[config.mk]
export PLATFORM = sky130hd
export DESIGN_NAME = sbp_lane_check
export DESIGN_NICKNAME = d
export VERILOG_FILES = /design/src/hw/rtl/sbp_pkg.sv /design/src/hw/rtl/sbp_lane_check.sv
export SDC_FILE = /design/constraint.sdc
export NUM_CORES = 1
export LEC_CHECK = 0
export BUFFER_PORTS_ARGS = -buffer_cell sky130_fd_sc_hd__buf_2
export CAP_MARGIN = 20
export CORE_ASPECT_RATIO = 0.5
export CORE_MARGIN = 3
export CORE_UTILIZATION = 50
export DETAILED_ROUTE_END_ITERATION = 12
export PLACE_DENSITY_LB_ADDON = 0.12
export SLEW_MARGIN = 20
export SYNTH_ARGS = -nofsm -noshare
export SYNTH_HDL_FRONTEND = slang
export SYNTH_SLANG_ARGS = --single-unit
[constraint.sdc]
create_clock -name vclk -period 13.9
set_clock_uncertainty 0.1 [all_clocks]
set_input_delay 2.085 -clock vclk [all_inputs]
set_output_delay 2.085 -clock vclk [all_outputs]
set_load 0.02 [all_outputs]
[src/hw/rtl/sbp_pkg.sv]
`timescale 1ns / 1ps

package sbp_pkg;

    localparam int MAX_ENTRIES = 64;
    localparam int SKIP_CHUNKS = 3;
    localparam int LANES       = 4;

    localparam int IDX_W  = (MAX_ENTRIES > 1) ? $clog2(MAX_ENTRIES) : 1;
    localparam int CNT_W  = $clog2(MAX_ENTRIES + 1);
    localparam int SKIP_W = 2;
    localparam int LANE_W = $clog2(LANES);

    localparam logic [1:0] MODE_DATA    = 2'd0;
    localparam logic [1:0] MODE_LOAD    = 2'd1;
    localparam logic [1:0] MODE_RESTART = 2'd2;
    localparam logic [1:0] MODE_CLEAR   = 2'd3;

    typedef struct packed {
        logic [31:0] addr;
        logic [31:0] expect_word;
        logic [31:0] repl_word;
    } entry_t;

    localparam int ENTRY_W = $bits(entry_t);

    typedef struct packed {
        logic [7:0] value;
        logic       hit;
        logic       miss;
    } lane_res_t;

    // Big-endian lane select: lane 0 is the most significant byte.
    function automatic logic [7:0] lane_byte(input logic [31:0] word,
                                             input logic [LANE_W-1:0] lane);
        logic [7:0] b;
        case (lane)
            2'd0:    b = word[31:24];
            2'd1:    b = word[23:16];
            2'd2:    b = word[15:8];
            default: b = word[7:0];
        endcase
        return b;
    endfunction

endpackage

[src/hw/rtl/sbp_lane_check.sv]
`timescale 1ns / 1ps

module sbp_lane_check (
    input  sbp_pkg::entry_t    entry,
    input  logic [31:0]        position,
    input  logic [7:0]         cur_byte,
    output sbp_pkg::lane_res_t res
);

    import sbp_pkg::*;

    logic [31:0]       offset;
    logic              covers;
    logic [LANE_W-1:0] lane;
    logic [7:0]        exp_byte;

    // Offset wraps modulo 2^32, so entries straddling the top also cover.
    assign offset   = position - entry.addr;
    assign covers   = (offset[31:LANE_W] == '0);
    assign lane     = offset[LANE_W-1:0];
    assign exp_byte = lane_byte(entry.expect_word, lane);

    always_comb begin
        res.value = cur_byte;
        res.hit   = 1'b0;
        res.miss  = 1'b0;
        if (covers) begin
            if (cur_byte == exp_byte) begin
                res.value = lane_byte(entry.repl_word, lane);
                res.hit   = 1'b1;
            end else begin
                res.miss  = 1'b1;
            end
        end
    end

endmodule

* After elaboration in Yosys (flattened, before gate mapping)
Cells that the tools add are included.
** Word-level totals
- Output and inout port bits :: 10
- Memories :: 0
- Latch bits :: 0
- Register bits :: 0
- Memory bits (writable) :: 0
- Memory bits (read-only) :: 0
** Cells by class
- Equality and inequality tests :: 3
- Magnitude comparators :: 0
- Add/sub/neg operators :: 1
- Reduce and logical (&&, ||, !) cells :: 2
- Shift-type cells :: 0
- Multipliers :: 0
- Muxes and demuxes :: 5
- Div/mod/pow operators :: 0
- Bitwise logic cells :: 0
** Operators by type and width (number)
- 8-bit case mux with 3 select lines :: 2
- 32-bit subtractor :: 1
- 30-bit zero test :: 1
- 10-bit two-way mux :: 1
- 9-bit two-way mux :: 1
- 8-bit equality test :: 1
- 2-bit by 1-bit equality test with 1-bit output, second input constant :: 1
- 2-bit equality test, second input constant :: 1
- 2-bit zero test :: 1
- 1-bit two-way mux :: 1

* Depth between registers and ports, before layout
Gate-level depths: netlist of the first run.
- Depth after elaboration :: 6
- Depth in mapped cells :: 14

* Least setup slack after synthesis of the first run
OpenSTA, ideal clock, no wires.
- Path kind :: input to output
- From :: input position[0]
- To :: output res[2] (netlist bit)
- Path buffers :: 3
- Stages :: 13
- Required time :: 11715 ps
- Setup slack :: 6122 ps
- Data arrival time :: 5593 ps
- Cells stage by stage :: inv_1 > ha_1 > fa_1 > clkbuf_1 > buf_1 > mux4_2 > xnor2_1 > nand4_1 > nor2_1 > nand3_1 > or4_1 > buf_6 > mux2_4
** RTL lines
- start: declaration :: line sbp_lane_check.sv:5 : input logic [31:0] position,
- end: declaration :: line sbp_lane_check.sv:7 : output sbp_pkg::lane_res_t res

==> results of run 1 <==
-- per-layer routing --
metal	GRT usage	vias up
li1	-	1887
met1	0.417	1767
met2	0.482	210
met3	0.0589	12
met4	0.0364	0
met5	0	-
-- power by group --
| part | total, mW | internal, mW | switching (mW) |
|---|---|---|---|
| clock network | 0 | 0 | 0 |
| registers | 0 | 0 | 0 |
| logic | 0.168 | 0.0756 | 0.0921 |
| total | 0.168 | 0.0756 | 0.0921 |
-- cells in the mapped netlist (6+ instances only) --
library cell and count:
a21oi_1 43, and3_1 6, buf_2 11, clkbuf_1 6, ha_1 31, inv_1 39
mux2_4 8, mux4_2 16, nand2_1 52, nand2b_1 9, nand3_1 7, nand4_1 10
nor2_1 25, nor3_1 13, o211ai_1 9, o21a_1 8, o21ai_0 20, o21ai_1 10
xnor2_1 14
-- cell usage in the layout (no fill, tap or decap), drive strengths merged, types with 6 or more instances in the layout --
cell type	synthesis	routed
buf	17	146
nand2	52	52
a21oi	49	49
inv	39	39
ha	31	31
o21ai	31	31
nor2	26	26
mux4	16	16
xnor2	14	14
nor3	13	13
nand4	10	10
o211ai	10	10
nand2b	9	9
mux2	9	9
o21a	8	8
nand3	7	7
and3	6	6
and4	6	6
-- how the worst max path moves through the flow --
stage,endpoint,slack (ns),cells past startpoint,startpoint
2_1_floorplan,res[2],6.12,13,position[0]
3_3_place_gp,res[5],5.78,11,entry[64]
3_5_place_dp,res[4],5.70,11,entry[64]
4_1_cts,res[4],5.70,11,entry[64]
5_1_grt,res[4],5.51,13,entry[73]
6_report,res[4],5.72,13,entry[77]
-- worst max-delay path, cell delays in order --
cell and delay, ns:
buf_2 0.08, inv_1 0.03, ha_1 0.48, nand2_1 0.15, nor4_1 0.54, o211ai_1 0.33
nand2_1 0.15, nor2_1 0.06, xnor2_1 0.15, or4_1 0.59, or4_1 0.80, mux2_4 0.40
buf_2 0.16
-- cells by family (layout without fill, tap and decap cells) --
kind of cell / after synthesis / count (layout) / share of synthesized area
buffers and inverters: 62 / 185 / 0.0931
and+or+nand+nor: 149 / 149 / 0.243
muxes: 28 / 28 / 0.171
adders and majority gates: 32 / 32 / 0.134
xor gates and xnor gates: 16 / 16 / 0.0459
AOI/OAI and AO/OA: 142 / 142 / 0.313
-- cell type report --
cell class	instances	area, um^2	area share
timing repair buffer	146	731	0.196
tap	73	91.3	0.0244
multi-input combinational	367	2770	0.741
inverter	39	146	0.0392
-- through the flow --
step	area, um^2	power, mW	hold WS [ns]	utilization
6_report	3740	0.168	4.45	0.658
3_5_place_dp	3730	0.164	4.45	0.657
4_1_cts	3730	0.164	4.45	0.657
3_3_place_gp	3730	0.164	4.45	0.657
2_1_floorplan	3050	0.119	4.23	-
5_1_grt	3740	0.185	4.46	0.658
==> results.json, run 1 <==
{
  "fin_tns_setup_ns": 0,
  "wl_met1_mm": 4.65,
  "die-height_um": 61.2,
  "hold_path_depth": 3,
  "tightest_slew_ns": 0.734,
  "routed.top_layer": "met4",
  "post-cts-setup-buffers": 0,
  "rsz0062_at_grt": "false",
  "arrival_ns": 6.00,
  "clkbuf_count": 0,
  "globalplace.congestion": 1.05,
  "drtAntennaViolNets": 0,
  "worst_setup_path_end_kind": "output pin",
  "setup_viol": 0,
  "slew_headroom": 0.506,
  "hold_start": "cur_byte[3]",
  "io_pins": 146,
  "hold_buffers": 0,
  "fillers": 547,
  "start_util": 0.537,
  "synth-warning-count": 0,
  "die-area_um2": 7130,
  "worstPathMaxFanout": 10,
  "drc_errors": 0,
  "nets": 722,
  "dp_slack_ns": 5.70,
  "peakVddDrop_uv": 25.0,
  "drt_first_pass_iters": 6,
  "setup_ws_ns": 5.72,
  "ctsResizeCount": 0,
  "p_per_area_nw_per_um2": 44.9,
  "grt_pass1_vias": 3320,
  "antenna_found_initial": 0,
  "syn_area_per_cell_um2": 7.11,
  "wl_met3_mm": 1.29,
  "grt_max_degree": 17,
  "diodes": 0,
  "synth_top_area_cell": "ha_1",
  "port_buffers": 146,
  "final-hold-violation-count": 0,
  "avgRoutedWirePerCell_um": 17.4,
  "via_per_inst": 6.20,
  "drt-initial-drc-count": 403,
  "coreArea_um2": 5680,
  "die_w_um": 116,
  "synth_fp_nets": 597,
  "hpwlAfterDp_mm": 9.36,
  "layout-drive-gt1-share": 0.341,
  "fin_crit_sh": 0.589,
  "dp_cells": 625,
  "critical_path_class": "in -> out",
  "fin_crit_ns": 8.18,
  "syn_area_um2": 3050,
  "p_leak_nw": 1.79,
  "wl_mm": 10.9,
  "num_rows": 19,
  "seq_cells": 0,
  "hold-path-endpoint": "res[5]",
  "slew_violations": 0,
  "yosysSeqAreaShare": 0,
  "worst-endpoint-required_ns": 11.72,
  "final_cells": 625,
  "register_area_um2": 0,
  "route.met2.wl_mm": 4.82,
  "grt_overflow": 0,
  "synthDistinctLibCells": 64,
  "grt_pass1_wl_mm": 16.5,
  "grt_usage": 0.294,
  "maxCapViolCount": 0,
  "vias": 3876,
  "syn2layout_area_growth_pct": 22.5,
  "yosysTopAreaCellShare": 0.127,
  "fmax_mhz": 122,
  "synthTopCellsByArea": "ha_1 (13%), mux4_2 (12%), a21oi_1 (7.1%)",
  "hold_path_class": "in -> out",
  "status": "complete, no violations",
  "netlist_instances": 429,
  "startpoint_type": "input pin"
}
No activity file was read; power rests on OpenSTA's default activity.
==> run 2: changes to the inputs <==
--- a/config.mk
+++ b/config.mk
@@ -9,7 +9,7 @@
 export CAP_MARGIN = 20
 export CORE_ASPECT_RATIO = 0.5
 export CORE_MARGIN = 3
-export CORE_UTILIZATION = 50
+export CORE_UTILIZATION = 45
 export DETAILED_ROUTE_END_ITERATION = 12
 export PLACE_DENSITY_LB_ADDON = 0.12
 export SLEW_MARGIN = 20
==> constraint.sdc (replaced) <==
create_clock -name vclk -period 7.5
set_clock_uncertainty 0.1 [all_clocks]
set_input_delay 1.125 -clock vclk [all_inputs]
set_output_delay 1.125 -clock vclk [all_outputs]
set_load 0.02 [all_outputs]
==> run 2 against run 1 <==
Die area grew 10%. Core utilization decreased by 6.1 points. Count of clock-buffer cells in the layout is the same. Global-route usage down 5.0 points. Flip-flop and latch count is the same. Largest power group unchanged. Highest routed layer unchanged.
==> results.json, run 2 (synthesized netlist as in run 1, its figures left out) <==
{
  "port_buffers": 146,
  "drc_errors": 0,
  "power_frac_seq": 0,
  "cp_num_buf_inv": 3,
  "critical_path_class": "in -> out",
  "avgRoutedWirePerCell_um": 16.5,
  "peakVddDrop_uv": 39.8,
  "p_comb_frac": 1.000,
  "final_cell_mix": "buf_2 (146), nand2_1 (52), a21oi_1 (43)",
  "worst_setup_path_end_kind": "output pin",
  "via_per_inst": 5.95,
  "die_w_um": 122,
  "post-cts-setup-buffers": 0,
  "grt_pass1_wl_mm": 15.9,
  "total_power_uw": 309,
  "slew_headroom": 0.426,
  "drt_first_pass_iters": 4,
  "clkPwrFrac": 0,
  "fin_tns_setup_ns": 0,
  "multi_input_area_um2": 2770,
  "crit_slowest_cell": "or4_1",
  "crit_start": "entry[77]",
  "grt_overflow": 0,
  "grt_usage": 0.244,
  "rsz0062_at_grt": "false",
  "final-hold-violation-count": 0,
  "hold_buffers": 0,
  "worst-path-stages": 13,
  "grt_pass1_vias": 3282,
  "setup_viol": 0,
  "fin_crit_sh": 0.850,
  "p_leak_nw": 1.79,
  "wl_mm": 10.6,
  "grt_max_degree": 17,
  "fillers": 634,
  "path_cells": "buf_2 -> inv_1 -> ha_1 -> nand4_1 -> a2111oi_0 -> o21ai_0 -> nand2_1 -> xnor2_1 -> o2111ai_1 -> or4_1 -> or4_1 -> mux2_4 -> buf_2",
  "final_common_cell": "buf_2",
  "worst-endpoint-required_ns": 6.27,
  "die-area_um2": 7860,
  "p_per_area_nw_per_um2": 82.1,
  "ctsResizeCount": 0,
  "die-height_um": 64.2,
  "critPathTopFamily": "simple AND/OR/NAND/NOR gates",
  "syn2layout_area_growth_pct": 23.3,
  "coreArea_um2": 6310,
  "slowest_delay_ns": 0.79,
  "drt-initial-drc-count": 284,
  "clkbuf_count": 0,
  "antenna_found_initial": 0,
  "p_int_uw": 141,
  "maxCapViolCount": 0,
  "seq_cells": 0,
  "startpoint_type": "input pin",
  "endpoint": "res[9]",
  "start_util": 0.484,
  "switching_share": 0.544,
  "slew_violations": 0,
  "holdWs_ns": 2.53,
  "hold_path_class": "in -> out",
  "status": "complete, no violations",
  "worstPathMaxFanout": 10,
  "fmax_mhz": 157,
  "tightest_slew_ns": 0.852,
  "layout-drive-gt1-share": 0.340,
  "diodes": 0,
  "globalplace.congestion": 0.955,
  "fin_crit_ns": 6.37,
  "io_pins": 146,
  "register_area_um2": 0,
  "vias": 3812,
  "hpwlAfterDp_mm": 9.06,
  "switching_power_uw": 168,
  "nets": 723,
  "num_rows": 20,
  "drtAntennaViolNets": 0,
  "arrival_ns": 5.15
}
run 2: changes by cell type in the layout (fill, tap and decap cells not counted), sizes merged:
cell / before / now
buf: 146 / 147
run 2: layout make-up:
type | instances | share of cell area
Inverter | 39 | 0.0389
Multi-Input combinational cell | 367 | 0.736
Tap cell | 88 | 0.0293
Timing Repair Buffer | 147 | 0.196
run 2: routing by layer:
| layer | up-vias | global-route usage | part of all wire |
|---|---|---|---|
| met1 | 1714 | 0.353 | 0.45 |
| met4 | 0 | 0.0293 | 0.013 |
| met5 | - | 0 | 0 |
| met3 | 12 | 0.0318 | 0.10 |
| li1 | 1876 | - | - |
| met2 | 210 | 0.396 | 0.44 |
run 2: power groups by stage:
stage / combinational (mW) / clock [mW] / sequential, mW
6_report: 0.309 / 0 / 0
3_3_place_gp: 0.302 / 0 / 0
3_5_place_dp: 0.302 / 0 / 0
4_1_cts: 0.303 / 0 / 0
2_1_floorplan: 0.220 / 0 / 0
5_1_grt: 0.337 / 0 / 0
run 2: worst min-delay path by stage:
stage                            from  endpoint  slack, ns  cells past startpoint
after floorplan           cur_byte[0]    res[2]       2.31                      1
after global placement    cur_byte[1]    res[3]       2.52                      3
after detailed placement  cur_byte[0]    res[2]       2.53                      3
after CTS                 cur_byte[0]    res[2]       2.53                      3
after global routing      cur_byte[0]    res[2]       2.54                      3
final                     cur_byte[0]    res[2]       2.53                      3
run 2: per-stage QoR:
stage | setup slack, ns | cells | cell area [um^2] | util
after floorplan | 1.64 | 429 | 3050 | -
after global placement | 1.33 | 641 | 3760 | 0.596
after detailed placement | 1.30 | 641 | 3760 | 0.596
after CTS | 1.28 | 641 | 3760 | 0.596
after global routing | 1.00 | 641 | 3760 | 0.596
final | 1.13 | 641 | 3760 | 0.596
==> run 3: changes to the inputs <==
--- a/config.mk
+++ b/config.mk
@@ -5,11 +5,12 @@
 export SDC_FILE = /design/constraint.sdc
 export NUM_CORES = 1
 export LEC_CHECK = 0
+export ABC_AREA = 1
 export BUFFER_PORTS_ARGS = -buffer_cell sky130_fd_sc_hd__buf_2
 export CAP_MARGIN = 20
 export CORE_ASPECT_RATIO = 0.5
 export CORE_MARGIN = 3
-export CORE_UTILIZATION = 45
+export CORE_UTILIZATION = 50
 export DETAILED_ROUTE_END_ITERATION = 12
 export PLACE_DENSITY_LB_ADDON = 0.12
 export SLEW_MARGIN = 20
==> constraint.sdc (replaced) <==
create_clock -name vclk -period 5.9
set_clock_uncertainty 0.1 [all_clocks]
set_input_delay 0.885 -clock vclk [all_inputs]
set_output_delay 0.885 -clock vclk [all_outputs]
set_load 0.02 [all_outputs]
==> run 3 against run 2 <==
Core utilization increased by 6.3 points. First-iteration DRC count increased by 6.0%. Count of clock-buffer cells in the layout unchanged. Non-clock buffer count stayed put. Flip-flop and latch count stayed put. Combinational power grew 49%.
==> results.json, run 3 <==
{
  "grt_overflow": 0,
  "post-route-util": 0.660,
  "synth_fp_nets": 999,
  "gr-usage-met3": 0.0171,
  "syn_area_per_cell_um2": 4.60,
  "arrival_ns": 3.61,
  "drtAntennaViolNets": 0,
  "switching_power_uw": 293,
  "diodes": 0,
  "drt-initial-drc-count": 301,
  "setup_viol": 0,
  "p_leak_nw": 3.15,
  "die_w_um": 130,
  "syn2layout_area_growth_pct": 21.5,
  "yosysTopAreaCellShare": 0.378,
  "layout-drive-gt1-share": 0.190,
  "synth_top_area_cell": "nand2_1",
  "p_int_uw": 166,
  "via_per_inst": 4.95,
  "syn_area_um2": 3820,
  "final_cell_mix": "nand2_1 (385), inv_1 (170), buf_2 (146)",
  "slew_headroom": 0.603,
  "hold_path_class": "in -> out",
  "fin_crit_ns": 4.59,
  "final-hold-violation-count": 0,
  "dp_cells": 1065,
  "synth_most_common_cell": "nand2_1",
  "maxCapViolCount": 0,
  "vias": 5274,
  "switching_share": 0.638,
  "fin_crit_sh": 0.778,
  "grt_pass1_wl_mm": 19.6,
  "synth-warning-count": 0,
  "clkbuf_count": 0,
  "die-height_um": 67.8,
  "total_power_uw": 459,
  "grt_use_met1": 0.378,
  "num_rows": 21,
  "io_pins": 146,
  "seq_cells": 0,
  "ctsResizeCount": 0,
  "drt_first_pass_iters": 5,
  "nets": 1143,
  "drc_errors": 0,
  "ys_top_cells_by_count": "nand2_1 (385), inv_1 (170), nor2_1 (61), nand3_1 (58), nand4_1 (33)",
  "power_frac_seq": 0,
  "grt_max_degree": 17,
  "antenna_found_initial": 0,
  "rsz0062_at_grt": "false",
  "hold_buffers": 0,
  "die-area_um2": 8800,
  "met2_usage": 0.480,
  "slew_violations": 0,
  "synthTopCellsByArea": "nand2_1 (38%), inv_1 (17%), ha_1 (10%)",
  "start_util": 0.543,
  "yosysSeqAreaShare": 0,
  "synthDistinctLibCells": 29,
  "wl_mm": 12.5,
  "startpoint_type": "input pin",
  "clkPwrFrac": 0,
  "fmax_mhz": 218,
  "post-cts-setup-buffers": 0,
  "globalplace.congestion": 0.937,
  "avgRoutedWirePerCell_um": 11.7,
  "register_area_um2": 0,
  "worst-endpoint-required_ns": 4.91,
  "p_per_area_nw_per_um2": 98.9,
  "fin_tns_setup_ns": 0,
  "netlist_instances": 831,
  "p_comb_frac": 1.000,
  "worstPathMaxFanout": 16,
  "status": "complete, no violations",
  "final_cells": 1065,
  "grt_usage": 0.271,
  "coreArea_um2": 7040,
  "grt_pass1_vias": 4517,
  "hpwlAfterDp_mm": 11.1,
  "final_common_cell": "nand2_1",
  "peakVddDrop_uv": 62.9,
  "port_buffers": 146,
  "worst_setup_path_end_kind": "output pin",
  "tightest_slew_ns": 0.595,
  "fillers": 742,
  "gr-max-usage-layer": "met2",
  "critical_path_class": "in -> out"
}
-- run 3: changes by cell type after synthesis, sizes merged, moves of 27 or more --
cell | before | now
a21oi | 49 | 18
inv | 39 | 180
nand2 | 52 | 397
nand3 | 7 | 60
nor2 | 26 | 71
o21ai | 31 | 4
-- run 3: layout make-up --
class | instances | area, um^2 | share of cell area
repair buffers | 147 | 738 | 0.159
well taps | 92 | 115 | 0.0248
inverters | 184 | 691 | 0.149
multi-input cells | 642 | 3100 | 0.668
-- run 3: logic make-up after synthesis --
family,share of synthesized area
buf+inv,0.189
fa+ha+maj,0.107
simple gates,0.649
xor+xnor,0.0206
compound gates,0.0347
-- run 3: path summary, 6_finish.rpt --
kind,startpoint,slack [ns],cells past startpoint,end
setup / recovery,entry[64],1.31,16,res[8]
hold / removal,cur_byte[6],2.04,4,res[8]
-- run 3: through the flow --
step / hold slack, ns / setup slack [ns] / cell area [um^2]
after global placement: 2.04 / 1.42 / 4650
after floorplan: 1.84 / 1.89 / 3820
after CTS: 2.04 / 1.32 / 4650
after global routing: 2.06 / 1.00 / 4650
after detailed placement: 2.04 / 1.31 / 4650
final: 2.04 / 1.31 / 4650
-- run 3: per-layer routing --
metal | vias to the layer above | wire length, um
met5 | - | 0
met4 | 0 | 52
met3 | 6 | 953
met2 | 196 | 5490
met1 | 2265 | 5980
li1 | 2807 | -
-- run 3: worst max-delay path, stage by stage --
cell and delay, ns:
buf_2 0.10, ha_1 0.21, fa_1 0.52, nor2_2 0.52, nand2_1 0.11, nand3_1 0.10, o21ai_0 0.10, xor2_1 0.14
nand2_1 0.10, nor2_4 0.19, nand2_2 0.17, nand2_1 0.09, nand2_1 0.05, nand4_1 0.10, nand2_1 0.05, buf_2 0.15
-- run 3: power groups by stage --
stage / Combinational [mW] / Clock, mW / Sequential, mW
6_report: 0.459 / 0 / 0
5_1_grt: 0.520 / 0 / 0
4_1_cts: 0.453 / 0 / 0
3_5_place_dp: 0.451 / 0 / 0
3_3_place_gp: 0.445 / 0 / 0
2_1_floorplan: 0.323 / 0 / 0
